## config.mk

```make
export PLATFORM = sky130hd
export DESIGN_NAME = sysex_register_frame_decoder_core
export DESIGN_NICKNAME = d
export VERILOG_FILES = /design/src/rtl/sxrfd_pkg.sv /design/src/rtl/sxrfd_front.sv /design/src/rtl/sxrfd_queue.sv /design/src/rtl/sxrfd_back.sv /design/src/rtl/sysex_register_frame_decoder_core.sv
export SDC_FILE = /design/constraint.sdc
export NUM_CORES = 1
export LEC_CHECK = 0
export BUFFER_PORTS_ARGS = -buffer_cell sky130_fd_sc_hd__buf_2
export CAP_MARGIN = 20
export CORE_MARGIN = 2
export CORE_UTILIZATION = 50
export CTS_CLUSTER_DIAMETER = 60
export DETAILED_ROUTE_END_ITERATION = 8
export HOLD_SLACK_MARGIN = 0.03
export PLACE_DENSITY = 0.74
export SLEW_MARGIN = 10
export SYNTH_ARGS = -nofsm -noshare
export SYNTH_HDL_FRONTEND = slang
export SYNTH_SLANG_ARGS = --single-unit
```

## constraint.sdc

```tcl
create_clock -name clock -period 9.1 [get_ports clock]
set_input_delay 1.82 -clock clock [delete_from_list [all_inputs] [get_ports clock]]
set_output_delay 1.82 -clock clock [all_outputs]
set_load 0.005 [all_outputs]
```

## src/rtl/sxrfd_pkg.sv

```systemverilog
`default_nettype none
package sxrfd_pkg;

   localparam int MAX_WORDS = 32;
   localparam int IDX_W = (MAX_WORDS > 1) ? $clog2(MAX_WORDS) : 1;
   localparam int CNT_W = $clog2(MAX_WORDS + 1);
   localparam int QDEPTH = 4;
   localparam int QPTR_W = $clog2(QDEPTH);

   localparam logic [7:0] BYTE_SOX = 8'hf0;
   localparam logic [7:0] BYTE_EOX = 8'hf7;
   localparam logic [7:0] HDR_LEN = 8'd5;

   typedef enum logic [2:0] {
      KIND_REG        = 3'd0,
      KIND_RAW        = 3'd1,
      KIND_EMPTY      = 3'd2,
      KIND_BAD        = 3'd3,
      KIND_LONG       = 3'd4,
      KIND_INCOMPLETE = 3'd5
   } kind_type;

   typedef struct packed {
      kind_type           kind;
      logic [6:0]         sub_id;
      logic [CNT_W-1:0]   count;
   } cmd_type;

   typedef struct packed {
      logic               en;
      logic [IDX_W-1:0]   addr;
      logic [31:0]        data;
   } wr_type;

   function automatic logic [7:0] hdr_byte(input logic [2:0] idx);
      logic [7:0] b;
      unique case (idx)
         3'd0: b = 8'hf0;
         3'd1: b = 8'h00;
         3'd2: b = 8'h20;
         3'd3: b = 8'h0d;
         3'd4: b = 8'h10;
         default: b = 8'h00;
      endcase
      return b;
   endfunction

endpackage
`default_nettype wire

```

## src/rtl/sxrfd_front.sv

```systemverilog
`default_nettype none
module sxrfd_front
   import sxrfd_pkg::*;
(
   input  wire logic       clock,
   input  wire logic       reset,
   input  wire logic       req_valid,
   output logic            req_stall,
   input  wire logic [7:0] req_data_byte,
   output logic            push,
   output cmd_type         push_cmd,
   input  wire logic       q_full,
   input  wire logic       drain_done,
   output wr_type          wr,
   output logic            busy
);

   logic [CNT_W-1:0] wc_ff, wc_in;
   logic [7:0]       bc_ff, bc_in;
   logic             hok_ff, hok_in;
   logic [6:0]       sub_ff, sub_in;
   logic [31:0]      acc_ff, acc_in;
   logic [2:0]       pos_ff, pos_in;
   logic             ovf_ff, ovf_in;
   logic             busy_ff, busy_in;
   logic             accept;
   logic [6:0]       lo7;
   logic [31:0]      acc_next;

   assign req_stall = busy_ff || q_full;
   assign accept = req_valid && !req_stall;
   assign lo7 = req_data_byte[6:0];
   assign busy = busy_ff;

   always_comb begin
      unique case (pos_ff)
         3'd0: acc_next = acc_ff | {25'd0, lo7};
         3'd1: acc_next = acc_ff | {18'd0, lo7, 7'd0};
         3'd2: acc_next = acc_ff | {11'd0, lo7, 14'd0};
         3'd3: acc_next = acc_ff | {4'd0, lo7, 21'd0};
         default: acc_next = acc_ff | {lo7[3:0], 28'd0};
      endcase
   end

   always_comb begin
      wc_in = wc_ff;
      bc_in = bc_ff;
      hok_in = hok_ff;
      sub_in = sub_ff;
      acc_in = acc_ff;
      pos_in = pos_ff;
      ovf_in = ovf_ff;
      busy_in = busy_ff;
      push = 1'b0;
      push_cmd = '{kind: KIND_BAD, sub_id: sub_ff, count: '0};
      wr = '{en: 1'b0, addr: wc_ff[IDX_W-1:0], data: acc_next};
      if (drain_done) begin
         busy_in = 1'b0;
      end
      if (accept) begin
         priority if (req_data_byte == BYTE_SOX) begin
            if (bc_ff != 8'd0 || ovf_ff) begin
               push = 1'b1;
               push_cmd.kind = KIND_INCOMPLETE;
            end
            wc_in = '0;
            bc_in = 8'd1;
            hok_in = 1'b1;
            sub_in = 7'd0;
            acc_in = 32'd0;
            pos_in = 3'd0;
            ovf_in = 1'b0;
         end else if (ovf_ff) begin
            if (req_data_byte == BYTE_EOX) begin
               wc_in = '0;
               bc_in = 8'd0;
               hok_in = 1'b1;
               sub_in = 7'd0;
               acc_in = 32'd0;
               pos_in = 3'd0;
               ovf_in = 1'b0;
            end
         end else if (req_data_byte == BYTE_EOX) begin
            push = 1'b1;
            priority if (!hok_ff || bc_ff < HDR_LEN + 8'd1 || pos_ff != 3'd0) begin
               push_cmd.kind = KIND_BAD;
            end else if (wc_ff == '0) begin
               push_cmd.kind = KIND_EMPTY;
            end else begin
               push_cmd.kind = (sub_ff == 7'd0) ? KIND_REG : KIND_RAW;
               push_cmd.count = wc_ff;
               busy_in = 1'b1;
            end
            wc_in = '0;
            bc_in = 8'd0;
            hok_in = 1'b1;
            sub_in = 7'd0;
            acc_in = 32'd0;
            pos_in = 3'd0;
            ovf_in = 1'b0;
         end else begin
            priority if (bc_ff < HDR_LEN) begin
               if (req_data_byte != hdr_byte(bc_ff[2:0])) begin
                  hok_in = 1'b0;
               end
               bc_in = bc_ff + 8'd1;
            end else if (bc_ff == HDR_LEN) begin
               sub_in = lo7;
               bc_in = bc_ff + 8'd1;
            end else if (pos_ff == 3'd0 && wc_ff >= CNT_W'(MAX_WORDS)) begin
               ovf_in = 1'b1;
               push = 1'b1;
               push_cmd.kind = KIND_LONG;
            end else begin
               if (pos_ff == 3'd4) begin
                  wr.en = 1'b1;
                  wc_in = wc_ff + CNT_W'(1);
                  acc_in = 32'd0;
                  pos_in = 3'd0;
               end else begin
                  acc_in = acc_next;
                  pos_in = pos_ff + 3'd1;
               end
               if (bc_ff != 8'd255) begin
                  bc_in = bc_ff + 8'd1;
               end
            end
         end
      end
   end

   always_ff @(posedge clock) begin
      if (reset) begin
         wc_ff <= '0;
         bc_ff <= 8'd0;
         hok_ff <= 1'b1;
         sub_ff <= 7'd0;
         acc_ff <= 32'd0;
         pos_ff <= 3'd0;
         ovf_ff <= 1'b0;
         busy_ff <= 1'b0;
      end else begin
         wc_ff <= wc_in;
         bc_ff <= bc_in;
         hok_ff <= hok_in;
         sub_ff <= sub_in;
         acc_ff <= acc_in;
         pos_ff <= pos_in;
         ovf_ff <= ovf_in;
         busy_ff <= busy_in;
      end
   end

endmodule
`default_nettype wire

```

## src/rtl/sxrfd_queue.sv

```systemverilog
`default_nettype none
module sxrfd_queue
   import sxrfd_pkg::*;
(
   input  wire logic    clock,
   input  wire logic    reset,
   input  wire logic    push,
   input  wire cmd_type push_cmd,
   input  wire logic    pop,
   output cmd_type      head,
   output logic         empty,
   output logic         full
);

   cmd_type           q_ff [QDEPTH];
   logic [QPTR_W-1:0] wp_ff, wp_in;
   logic [QPTR_W-1:0] rp_ff, rp_in;
   logic [QPTR_W:0]   cnt_ff, cnt_in;
   logic              do_push;
   logic              do_pop;

   assign empty = (cnt_ff == '0);
   assign full = (cnt_ff == (QPTR_W + 1)'(QDEPTH));
   assign head = q_ff[rp_ff];
   assign do_push = push && !full;
   assign do_pop = pop && !empty;

   always_comb begin
      wp_in = do_push ? wp_ff + QPTR_W'(1) : wp_ff;
      rp_in = do_pop ? rp_ff + QPTR_W'(1) : rp_ff;
      cnt_in = cnt_ff;
      if (do_push && !do_pop) begin
         cnt_in = cnt_ff + (QPTR_W + 1)'(1);
      end else if (do_pop && !do_push) begin
         cnt_in = cnt_ff - (QPTR_W + 1)'(1);
      end
   end

   always_ff @(posedge clock) begin
      if (do_push) begin
         q_ff[wp_ff] <= push_cmd;
      end
   end

   always_ff @(posedge clock) begin
      if (reset) begin
         wp_ff <= '0;
         rp_ff <= '0;
         cnt_ff <= '0;
      end else begin
         wp_ff <= wp_in;
         rp_ff <= rp_in;
         cnt_ff <= cnt_in;
      end
   end

endmodule
`default_nettype wire

```

## src/rtl/sxrfd_back.sv

```systemverilog
`default_nettype none
module sxrfd_back
   import sxrfd_pkg::*;
(
   input  wire logic        clock,
   input  wire logic        reset,
   input  wire cmd_type     head,
   input  wire logic        q_empty,
   output logic             pop,
   input  wire wr_type      wr,
   output logic             drain_done,
   output logic             rsp_valid,
   input  wire logic        rsp_stall,
   output logic [2:0]       rsp_kind,
   output logic [6:0]       rsp_sub_id,
   output logic [31:0]      rsp_word,
   output logic [14:0]      rsp_reg_number,
   output logic [15:0]      rsp_reg_value,
   output logic             rsp_parity_bad,
   output logic             rsp_last
);

   typedef enum logic [1:0] {
      B_IDLE  = 2'b01,
      B_DRAIN = 2'b10
   } bstate_type;

   logic [31:0]      mem [MAX_WORDS];

   bstate_type       state_ff, state_in;
   logic [CNT_W-1:0] idx_ff, idx_in;
   logic [CNT_W-1:0] cnt_ff, cnt_in;
   kind_type         dkind_ff, dkind_in;
   logic [6:0]       dsub_ff, dsub_in;

   logic             r_vld_ff, r_vld_in;
   kind_type         r_kind_ff;
   logic [6:0]       r_sub_ff;
   logic             r_last_ff;
   logic             r_mem_ff;
   logic [31:0]      rd_data_ff;

   logic             rsp_valid_ff, rsp_valid_in;
   logic [2:0]       rsp_kind_ff;
   logic [6:0]       rsp_sub_id_ff;
   logic [31:0]      rsp_word_ff;
   logic [14:0]      rsp_reg_number_ff;
   logic [15:0]      rsp_reg_value_ff;
   logic             rsp_parity_bad_ff;
   logic             rsp_last_ff;

   logic             out_free;
   logic             out_adv;
   logic             r_free;
   logic             head_drain;
   logic             issue_one;
   logic             issue_mem;
   logic             idx_last;
   logic             is_reg;
   logic [31:0]      word_sel;

   assign out_free = !rsp_valid_ff || !rsp_stall;
   assign out_adv = r_vld_ff && out_free;
   assign r_free = !r_vld_ff || out_adv;
   assign head_drain = (head.kind == KIND_REG) || (head.kind == KIND_RAW);
   assign idx_last = (idx_ff == cnt_ff - CNT_W'(1));

   always_comb begin
      state_in = state_ff;
      idx_in = idx_ff;
      cnt_in = cnt_ff;
      dkind_in = dkind_ff;
      dsub_in = dsub_ff;
      pop = 1'b0;
      issue_one = 1'b0;
      issue_mem = 1'b0;
      drain_done = 1'b0;
      unique case (state_ff)
         B_IDLE: begin
            if (!q_empty) begin
               if (head_drain) begin
                  pop = 1'b1;
                  state_in = B_DRAIN;
                  idx_in = '0;
                  cnt_in = head.count;
                  dkind_in = head.kind;
                  dsub_in = head.sub_id;
               end else if (r_free) begin
                  pop = 1'b1;
                  issue_one = 1'b1;
               end
            end
         end
         B_DRAIN: begin
            if (r_free) begin
               issue_mem = 1'b1;
               idx_in = idx_ff + CNT_W'(1);
               if (idx_last) begin
                  drain_done = 1'b1;
                  state_in = B_IDLE;
               end
            end
         end
         default: begin
            state_in = B_IDLE;
         end
      endcase
   end

   always_comb begin
      r_vld_in = r_vld_ff;
      if (issue_one || issue_mem) begin
         r_vld_in = 1'b1;
      end else if (out_adv) begin
         r_vld_in = 1'b0;
      end
   end

   always_ff @(posedge clock) begin
      if (wr.en) begin
         mem[wr.addr] <= wr.data;
      end
      if (issue_mem) begin
         rd_data_ff <= mem[idx_ff[IDX_W-1:0]];
      end
   end

   always_ff @(posedge clock) begin
      if (issue_one) begin
         r_kind_ff <= head.kind;
         r_sub_ff <= head.sub_id;
         r_last_ff <= 1'b1;
         r_mem_ff <= 1'b0;
      end else if (issue_mem) begin
         r_kind_ff <= dkind_ff;
         r_sub_ff <= dsub_ff;
         r_last_ff <= idx_last;
         r_mem_ff <= 1'b1;
      end
   end

   assign word_sel = r_mem_ff ? rd_data_ff : 32'd0;
   assign is_reg = (r_kind_ff == KIND_REG);
   assign rsp_valid_in = out_adv ? 1'b1 : (rsp_stall ? rsp_valid_ff : 1'b0);

   always_ff @(posedge clock) begin
      if (out_adv) begin
         rsp_kind_ff <= r_kind_ff;
         rsp_sub_id_ff <= r_sub_ff;
         rsp_word_ff <= word_sel;
         rsp_reg_number_ff <= is_reg ? word_sel[30:16] : 15'd0;
         rsp_reg_value_ff <= is_reg ? word_sel[15:0] : 16'd0;
         rsp_parity_bad_ff <= is_reg ? ~(^word_sel) : 1'b0;
         rsp_last_ff <= r_last_ff;
      end
   end

   always_ff @(posedge clock) begin
      if (reset) begin
         state_ff <= B_IDLE;
         idx_ff <= '0;
         cnt_ff <= '0;
         dkind_ff <= KIND_RAW;
         dsub_ff <= 7'd0;
         r_vld_ff <= 1'b0;
         rsp_valid_ff <= 1'b0;
      end else begin
         state_ff <= state_in;
         idx_ff <= idx_in;
         cnt_ff <= cnt_in;
         dkind_ff <= dkind_in;
         dsub_ff <= dsub_in;
         r_vld_ff <= r_vld_in;
         rsp_valid_ff <= rsp_valid_in;
      end
   end

   assign rsp_valid = rsp_valid_ff;
   assign rsp_kind = rsp_kind_ff;
   assign rsp_sub_id = rsp_sub_id_ff;
   assign rsp_word = rsp_word_ff;
   assign rsp_reg_number = rsp_reg_number_ff;
   assign rsp_reg_value = rsp_reg_value_ff;
   assign rsp_parity_bad = rsp_parity_bad_ff;
   assign rsp_last = rsp_last_ff;

endmodule
`default_nettype wire

```

## src/rtl/sysex_register_frame_decoder_core.sv

```systemverilog
// path: a result passes through the command queue, the back end's read stage and the output register;
//   a frame's words leave the word store after its closing byte, one per cycle unless the output stalls
// throughput: one item per cycle; after a frame that releases words the input stalls while the back end
//   reads them out of the word store, longer under output stall or with commands still queued, and also
//   while the 4-entry queue is full
// reset: synchronous, active high; clears frame state, queue and output valid; word store is not cleared
`default_nettype none
module sysex_register_frame_decoder_core
   import sxrfd_pkg::*;
(
   input  wire logic        clock,
   input  wire logic        reset,
   input  wire logic        req_valid,
   output logic             req_stall,
   input  wire logic [7:0]  req_data_byte,
   output logic             rsp_valid,
   input  wire logic        rsp_stall,
   output logic [2:0]       rsp_kind,
   output logic [6:0]       rsp_sub_id,
   output logic [31:0]      rsp_word,
   output logic [14:0]      rsp_reg_number,
   output logic [15:0]      rsp_reg_value,
   output logic             rsp_parity_bad,
   output logic             rsp_last
);

   logic    push;
   cmd_type push_cmd;
   logic    pop;
   cmd_type head;
   logic    q_empty;
   logic    q_full;
   logic    drain_done;
   wr_type  wr;
   logic    busy;

   sxrfd_front u_front (
      .clock         (clock),
      .reset         (reset),
      .req_valid     (req_valid),
      .req_stall     (req_stall),
      .req_data_byte (req_data_byte),
      .push          (push),
      .push_cmd      (push_cmd),
      .q_full        (q_full),
      .drain_done    (drain_done),
      .wr            (wr),
      .busy          (busy)
   );

   sxrfd_queue u_queue (
      .clock    (clock),
      .reset    (reset),
      .push     (push),
      .push_cmd (push_cmd),
      .pop      (pop),
      .head     (head),
      .empty    (q_empty),
      .full     (q_full)
   );

   sxrfd_back u_back (
      .clock          (clock),
      .reset          (reset),
      .head           (head),
      .q_empty        (q_empty),
      .pop            (pop),
      .wr             (wr),
      .drain_done     (drain_done),
      .rsp_valid      (rsp_valid),
      .rsp_stall      (rsp_stall),
      .rsp_kind       (rsp_kind),
      .rsp_sub_id     (rsp_sub_id),
      .rsp_word       (rsp_word),
      .rsp_reg_number (rsp_reg_number),
      .rsp_reg_value  (rsp_reg_value),
      .rsp_parity_bad (rsp_parity_bad),
      .rsp_last       (rsp_last)
   );

`ifndef ASSERT_OFF
   a_no_overflow: assert property (@(posedge clock) disable iff (reset) push |-> !q_full)
      else $error("command pushed into full queue");
   a_drain_busy: assert property (@(posedge clock) disable iff (reset) drain_done |-> busy)
      else $error("drain finished with front not waiting");
   a_no_write_busy: assert property (@(posedge clock) disable iff (reset) wr.en |-> !busy)
      else $error("word store written during drain");
   a_drain_lock: assert property (@(posedge clock) disable iff (reset)
      (push && (push_cmd.kind == KIND_REG || push_cmd.kind == KIND_RAW)) |=> req_stall)
      else $error("input not held after frame release");
`endif

endmodule
`default_nettype wire

```

==> metrics.yaml <==
synth:
  synth_warnings: 0
  synth_top_family_by_area: "multiplexers"
  yosys.area.top_type: "edfxtp_1"
  yosysMostFrequentCell: "edfxtp_1"
  syn_area_um2: 50400
  muxShareOfSynthArea_pct: 16.1
  synth_fa_ha_area_share_pct: 0.561
  yosys.area.top_type_share_pct: 71.7
  ys_top_cells_by_count: "1205 x edfxtp_1, 336 x mux4_2, 100 x nor2_1"
  yosysSeqAreaShare_pct: 75.6
  syn_nets: 2441
  synth.avg_cell_area_um2: 21.0
  synth_edf_count: 1205
  synth_seq_cells: 1301
  synth_compound_area_share_pct: 1.92
  synth_area_leaders: "edfxtp_1 72%, mux4_2 15%, dfxtp_1 3.8%, and2_1 0.92%, mux2_2 0.92%"
  synth_ff_type: "edfxtp_1"
  synthCells: 2407
  synth_cell_type_count: 61
  synthArstFlopShare_pct: 0
  synth-xor-area-share_pct: 0.955
  yosys.area_share.simple_pct: 3.60
power:
  ir_drop_mv: 0.159
  powerDensity_nw_per_um2: 216
  cellLeakagePower_nw: 17.1
placement:
  dp_hpwl_um: 70900
  portBuffers: 88
  place.gp.congestion: 0.865
  place_ws_ns: 3.67
clocking:
  cts_resized: 0
  clockRootBuffer: "clkbuf_16"
  cts_buffer_depth: 3
  cts_buffers: 120
  cts_tree: "yes"
  cts.reportedPaths.clkPinSlew_ns: 0.06
  clk_latency_ns: 0.71
  htree_levels: 3
  hold_buffers: 0
  cts_sinks: 1301
  post_cts_buffers: 0
worst_setup_path:
  path_class: "in2reg"
  critPathLaunchType: "input port"
  arrival_ns: 5.05
  critPathCaptureType: "register"
  critPathMaxFanout: 32
  cp.required_ns: 9.42
  rrSetupSlack_ns: 4.59
sta:
  hold-worst-slack_ns: 0.486
  fmax_ghz: 0.211
  period_minus_slack_ns: 4.74
  tightest_slew_ns: 1.14
  finalCritPeriodShare_pct: 52.0
  hold_viol_final: 0
  drv_slew: 0
  fin_tns_setup_ns: 0
  slew-limit-headroom_pct: 24.0
  rsz0062_at_grt: "false"
  setup_viol: 0
  skew_ns: 0.0283
  setup_ws_ns: 4.36
min_path:
  hp-class: "reg2reg"
routing:
  dr.pass1.iters: 5
  drtIter0Drc: 3523
  wl_per_cell_um: 30.6
  drc: 0
  wl_um: 121000
  viasPerCell: 6.34
  num_vias: 25000
  final_antenna_net_count: 0
global_routing:
  grt_max_degree: 93
  grt-ovfl-total: 0
  grt_pass1_wl_um: 170000
  grt_pass1_vias: 24600
  track_usage_pct: 22.8
  antenna_found_initial: 6
floorplanning:
  die_width_um: 322
  design.die.area_um2: 103000
  ioPinCount: 89
  initial_utilization_pct: 50.4
  die_height_um: 322
  rows: 116
  core-area_um2: 100000
cells_and_area:
  finalNetCount: 2585
  drive_gt1_share_pct: 30.0
  utilization_pct: 56.9
  syn2layout_area_growth_pct: 12.8
job:
  cap_violations: 0
run_status:
  status: "finished, final reports clean"
==> stage by stage <==
stage / power, W / instances / instance area [µm²]
4_1_cts: 0.0123 / 3926 / 56300
3_5_place_dp: 0.00758 / 3704 / 52600
6_report: 0.0123 / 3951 / 56900
2_1_floorplan: 0.00732 / 2407 / 50400
5_1_grt: 0.0126 / 3949 / 56900
3_3_place_gp: 0.00755 / 3704 / 52600
==> placed cells by master (no fill, tap or decap), types with 8 or more instances in the layout <==
| master | n |
|---|---|
| nand2_1 | 52 |
| buf_16 | 13 |
| nor2_1 | 62 |
| and2_1 | 74 |
| nor4_1 | 21 |
| buf_2 | 88 |
| edfxtp_1 | 1205 |
| buf_4 | 43 |
| nor3_1 | 17 |
| clkinv_1 | 26 |
| ha_1 | 21 |
| a31o_2 | 34 |
| nor2_4 | 35 |
| clkinv_2 | 19 |
| xor2_1 | 16 |
| a22o_1 | 12 |
| xnor2_1 | 39 |
| mux2i_1 | 10 |
| inv_1 | 21 |
| bufinv_16 | 8 |
| mux2_2 | 41 |
| nor3b_1 | 19 |
| clkbuf_1 | 33 |
| clkbuf_16 | 121 |
| buf_12 | 12 |
| mux4_2 | 336 |
| a21oi_1 | 43 |
| dfxtp_1 | 91 |
| o21ai_0 | 13 |
| nand3_1 | 22 |
==> cell type report <==
class                           instances  area [µm²]
Fill cell                            6939       43100
Timing Repair Buffer                  156        1360
Inverter                               23        86.3
Sequential cell                      1301       38100
Tap cell                             1298        1620
Clock inverter                         66         551
Clock buffer                          156        3180
Antenna cell                            2        5.00
Multi-Input combinational cell        949       12000
==> cells by family after synthesis <==
family / Yosys count
AO/OA/AOI/OAI: 137
XOR/XNOR: 55
adder cells (fa/ha/maj): 22
buffers and inverters: 157
flip-flops: 1301
multiplexers: 387
AND/OR/NAND/NOR: 348
==> state kept, by name (all words and copies together), names as in the netlist, 7 cells and up, named ones only <==
name and flops:
u_back.rsp_word 32, u_back.rsp_sub_id 7, u_front.sub_ff 7, u_back.dsub_ff 7, u_front.bc_ff 8, u_back.rsp_reg_number 15
u_back.mem 1024, u_back.rsp_reg_value 16, u_back.r_sub_ff 7, u_front.acc_ff 32, u_queue.q_ff 64, u_back.rd_data_ff 32
==> power breakdown <==
group          switching [W]  total (W)  leakage (nW)  internal (W)
sequential         0.0000977    0.00678          11.5       0.00668
clock                0.00215    0.00483          1.81       0.00268
combinational       0.000418   0.000675          3.81      0.000257
==> final timing paths <==
path	startpoint	to	depth (start not counted)
setup reg to reg	u_front.bc_ff[0]$_SDFFE_PP0P_	u_back.mem[25][12]$_DFFE_PP_	8
hold / removal	u_front.acc_ff[0]$_SDFFE_PP0P_	u_front.acc_ff[0]$_SDFFE_PP0P_	1
hold reg to reg	u_front.acc_ff[0]$_SDFFE_PP0P_	u_front.acc_ff[0]$_SDFFE_PP0P_	1
setup / recovery	req_valid	u_back.mem[25][12]$_DFFE_PP_	7
==> layer usage <==
metal,vias to the layer above,track usage (%),routed length (µm)
li1,10200,-,-
met1,13200,30.0,44200
met2,1392,37.9,61400
met3,237,3.77,10100
met4,0,9.83,5260
met5,-,0,0
==> worst max-delay path: stages <==
cell and delay (ns):
buf_2 0.11, nand2b_1 0.08, or3_1 0.39, nor4_1 0.77, buf_4 0.26, nand2_1 0.50
nor2_4 1.09
(Power assumes the default switching activity.)
